### config.mk
export PLATFORM = sky130hd
export DESIGN_NAME = vhtv_term
export DESIGN_NICKNAME = d
export VERILOG_FILES = /design/src/design/vhtv_pkg.sv /design/src/design/vhtv_term.sv
export SDC_FILE = /design/constraint.sdc
export NUM_CORES = 2
export LEC_CHECK = 0
export BUFFER_PORTS_ARGS = -buffer_cell sky130_fd_sc_hd__buf_2
export CAP_MARGIN = 20
export CORE_ASPECT_RATIO = 2
export CORE_MARGIN = 4
export CORE_UTILIZATION = 61
export DETAILED_ROUTE_END_ITERATION = 10
export PLACE_DENSITY = 0.81
export SYNTH_ARGS = -nofsm -noshare
export SYNTH_HDL_FRONTEND = slang
export SYNTH_SLANG_ARGS = --single-unit
### constraint.sdc
create_clock -name aclk -period 8.85 [get_ports aclk]
set_input_delay 0 -clock aclk [delete_from_list [all_inputs] [get_ports aclk]]
set_output_delay 0 -clock aclk [all_outputs]
set_load 0.02 [all_outputs]
### src/design/vhtv_pkg.sv
`timescale 1ns / 1ps
package vhtv_pkg;

    // Configuration register indexes.
    localparam logic [2:0] REG_DIM_X     = 3'd0;
    localparam logic [2:0] REG_DIM_Y     = 3'd1;
    localparam logic [2:0] REG_DIM_Z     = 3'd2;
    localparam logic [2:0] REG_THRESHOLD = 3'd3;
    localparam logic [2:0] REG_HALF_RECP = 3'd4;

    localparam int SUM_BITS   = 48;
    localparam int CFG_BITS   = 32;
    localparam int DIM_Z_MAX  = 4096;

    // Sequencer states.
    typedef enum logic [2:0] {
        ST_IDLE,
        ST_READ,
        ST_LEFT,
        ST_UP,
        ST_PREV,
        ST_DONE
    } seq_state_t;

endpackage

### src/design/vhtv_term.sv
`timescale 1ns / 1ps
// Huber term of one difference, one register stage.
module vhtv_term #(
    parameter int VALUE_BITS = 16
) (
    input  logic                          aclk,
    input  logic signed [VALUE_BITS-1:0]  cur_value,
    input  logic signed [VALUE_BITS-1:0]  nbr_value,
    input  logic [15:0]                   threshold,
    input  logic [31:0]                   half_recp,
    output logic [vhtv_pkg::SUM_BITS-1:0] term
);
    localparam int MAG_BITS = VALUE_BITS + 1;
    localparam int CMP_BITS = (MAG_BITS > 16) ? MAG_BITS : 16;

    logic signed [MAG_BITS-1:0] diff;
    logic [MAG_BITS-1:0]        mag;
    logic                       lin_next;
    logic                       lin_reg;
    logic [MAG_BITS-1:0]        mag_reg;
    logic [2*MAG_BITS-1:0]      sq_reg;
    logic [2*MAG_BITS+31:0]     prod;
    logic [MAG_BITS+1:0]        lin_term;

    // Magnitude and branch select, then square.
    always_comb begin
        diff     = MAG_BITS'(cur_value) - MAG_BITS'(nbr_value);
        mag      = diff[MAG_BITS-1] ? MAG_BITS'(-diff) : MAG_BITS'(diff);
        lin_next = (CMP_BITS'(mag) >= CMP_BITS'(threshold));
    end

    always_ff @(posedge aclk) begin
        lin_reg <= lin_next;
        mag_reg <= mag;
        sq_reg  <= mag * mag;
    end

    // Rounded linear term or rounded quadratic term.
    always_comb begin
        lin_term = (({1'b0, mag_reg, 1'b0} - (MAG_BITS+2)'(threshold)) + 1'b1) >> 1;
        prod     = sq_reg * half_recp;
        if (lin_reg) begin
            term = vhtv_pkg::SUM_BITS'(lin_term);
        end else begin
            term = vhtv_pkg::SUM_BITS'(((prod >> 31) + 1'b1) >> 1);
        end
    end
endmodule

==> results.yml <==
timing:
  max_freq_mhz: 107
  final-max-slew-violation-count: 0
  worst_pin_slew_ns: 0.774
  final_hold_viol_count: 0
  fin_hold_ws_ns: 0.129
  post-route-period-util: 1.05
  setup_viol: 29
  finalCriticalPeriod_ns: 9.33
  setup_repair_after_global_routing_missed_its_margin: "yes"
  max_slew_margin: 0.478
  final.setup.worst_slack_ns: -0.477
logic_synthesis:
  synth_seq_area_share: 0.0216
  synth-edff-count: 0
  synthesis.area_per_instance_um2: 8.81
  synth.ff_latch_count: 50
  yosysWarnings: 0
  synthesis.instances: 5262
  synth_area_um2: 46400
  post_synth_num_cell_types: 84
  async_reset_ff_frac: 0
  dominantRegCellSynth: "sky130_fd_sc_hd__dfxtp_1"
route:
  drc: 0
  routed_wirelength_um: 162000
  drt-vias-per-instance: 5.92
  dr.pass1.iters: 8
  ant_nets: 0
  wire_per_inst_um: 24.1
  iter_0_drt_violations: 3369
  total_number_of_vias: 39800
placement:
  finalWeightedCongestion: 1.01
  numPlacedInstances: 6608
  placed_area_um2: 51000
  hpwlAfterDp_um: 126000
  numPortBuffers: 115
layout:
  design_area_um2: 54000
  mostFrequentLayoutCells: "sky130_fd_sc_hd__inv_1, sky130_fd_sc_hd__fa_1, sky130_fd_sc_hd__nand2_1, sky130_fd_sc_hd__buf_4, sky130_fd_sc_hd__and2_1"
  postLayoutCoreUtil: 0.719
  layout-drive-gt1-share: 0.171
  most_common_cell_after_layout_fill_and_taps_aside: "sky130_fd_sc_hd__inv_1"
  design.final.nets: 7349
  area_delta_synth_final_pct: 16.5
  nFillCells: 5302
  post_layout_nonfiller_instances: 6718
  largest_register_ffs: 33
hold_path:
  min_from: "threshold[15]"
  hold_path_class: "in -> reg"
  min_delay_worst_endpoint: "lin_reg$_DFF_P_"
  holdPathStages: 5
cts:
  cts_num_sinks: 50
  cts_buffers: 5
  root_buffer: "sky130_fd_sc_hd__clkbuf_16"
  cts_hold_buffers: 0
  h-tree-depth: 2
  worst_setup_hold_path_clk_slew_ns: 0.08
  clk_path_buf_depth: 2
  tritoncts: "built"
critical_path:
  cp-start-kind: "register"
  cp_max_fo: 19
  end_kind: "output pin"
  required_ns: 8.85
  crit_top_cell: "sky130_fd_sc_hd__fa_1"
  critPathSlowestCell: "sky130_fd_sc_hd__fa_1"
  timing.critical_path.arrival_ns: 9.33
  worstSetupPathType: "reg -> out"
  max_stage_delay_ns: 0.62
  startpoint: "sq_reg[21]$_DFF_P_"
flow_run:
  timing.max_cap.violations: 0
die:
  core-area_um2: 75200
  core.rowCount: 142
  die_ht_um: 398
  ios: 129
  die_x_um: 203
  die_area_um2: 80800
  floorplan.initialDensity: 0.617
grt:
  overflow_left_after_global_routing: 0
  vias_in_the_first_global_route: 44500
  largest_net_degree_at_the_start_of_global_routing: 50
  grtUsageTotal: 0.396
  globalRoute.busiestLayer: "met2"
  use_met1: 0.349
  grt.met3_usage: 0.0966
  grt_antenna_before_repair: 13
  grt_first_pass_wirelength_um: 241000
  grt.met2_usage: 0.691
status:
  failed_checks: "negative setup slack"
  run_status: "finished with violations"
area by class of cell:
class,instances,area (um2),share of cell area
Multi-Input combinational cell,3756,41200,0.763
Timing Repair Buffer,644,5620,0.104
Inverter,1243,4670,0.0863
Tap cell,1008,1260,0.0233
Sequential cell,50,1050,0.0194
Clock buffer,5,125,0.00232
Clock inverter,3,48.8,0.000903
Antenna cell,9,22.5,0.000417
cell usage after synthesis (42+ instances only):
library cell | n | area [um2]
sky130_fd_sc_hd__a21oi_1 | 123 | 616
sky130_fd_sc_hd__inv_1 | 1237 | 4640
sky130_fd_sc_hd__and2_1 | 456 | 2850
sky130_fd_sc_hd__clkbuf_1 | 223 | 837
sky130_fd_sc_hd__nor2_1 | 173 | 649
sky130_fd_sc_hd__dfxtp_1 | 50 | 1000
sky130_fd_sc_hd__a21o_1 | 42 | 315
sky130_fd_sc_hd__fa_1 | 1131 | 22600
sky130_fd_sc_hd__xnor2_1 | 80 | 701
sky130_fd_sc_hd__o21ai_0 | 66 | 330
sky130_fd_sc_hd__xor2_1 | 45 | 394
sky130_fd_sc_hd__ha_1 | 437 | 5470
sky130_fd_sc_hd__nand2_1 | 775 | 2910
how the worst max path moves through the flow:
stage | endpoint | slack [ns] | cells after the start
6_report | term[21] | -0.48 | 28
5_1_grt | term[24] | -0.75 | 29
4_1_cts | term[21] | -0.18 | 30
3_5_place_dp | sq_reg[32]$_DFF_P_ | -0.33 | 39
3_3_place_gp | sq_reg[32]$_DFF_P_ | -0.18 | 39
2_1_floorplan | sq_reg[32]$_DFF_P_ | 0.14 | 37
routing by layer:
| metal | up-vias | routed length (um) |
|---|---|---|
| met5 | - | 58 |
| met4 | 8 | 24000 |
| met3 | 1289 | 14300 |
| met2 | 2432 | 79900 |
| met1 | 19600 | 43300 |
| li1 | 16400 | - |
per-stage QoR:
step,setup TNS (ns),setup slack (ns)
floorplan,0,0.140
global placement,-0.713,-0.180
detailed placement,-1.76,-0.333
CTS,-0.992,-0.184
global route,-16.44,-0.746
finish,-7.65,-0.477
worst max-delay path, delay by kind of cell, from the launching register on:
kind	cells	cell delay (ns)
AO/OA/AOI/OAI	2	0.30
flip-flops	1	0.39
buffers and inverters	7	0.86
adder cells (fa/ha/maj)	9	4.69
AND/OR/NAND/NOR	10	2.71
kinds of logic (layout without fill, tap and decap cells):
logic type | after synthesis | in the layout | synth area share
other cells | 2 | 46 | 0.000162
mux | 11 | 11 | 0.00248
fa+ha+maj | 1568 | 1568 | 0.606
flops | 50 | 50 | 0.0216
xor+xnor | 126 | 126 | 0.0240
buf+inv | 1491 | 1895 | 0.122
compound gates | 393 | 393 | 0.0553
simple gates | 1621 | 1621 | 0.169
what timing repair did:
item / in CTS / in global routing
pin swaps: 139 / 137
resized for setup: 218 / 221
buffers inserted: 43 / 40
endpoints found under the setup margin: 29 / 38
gates cloned: 9 / 2
Power is left out: the tool's default activity adds up to more than one toggle a clock period on the data nets, which glitch-free logic cannot reach.
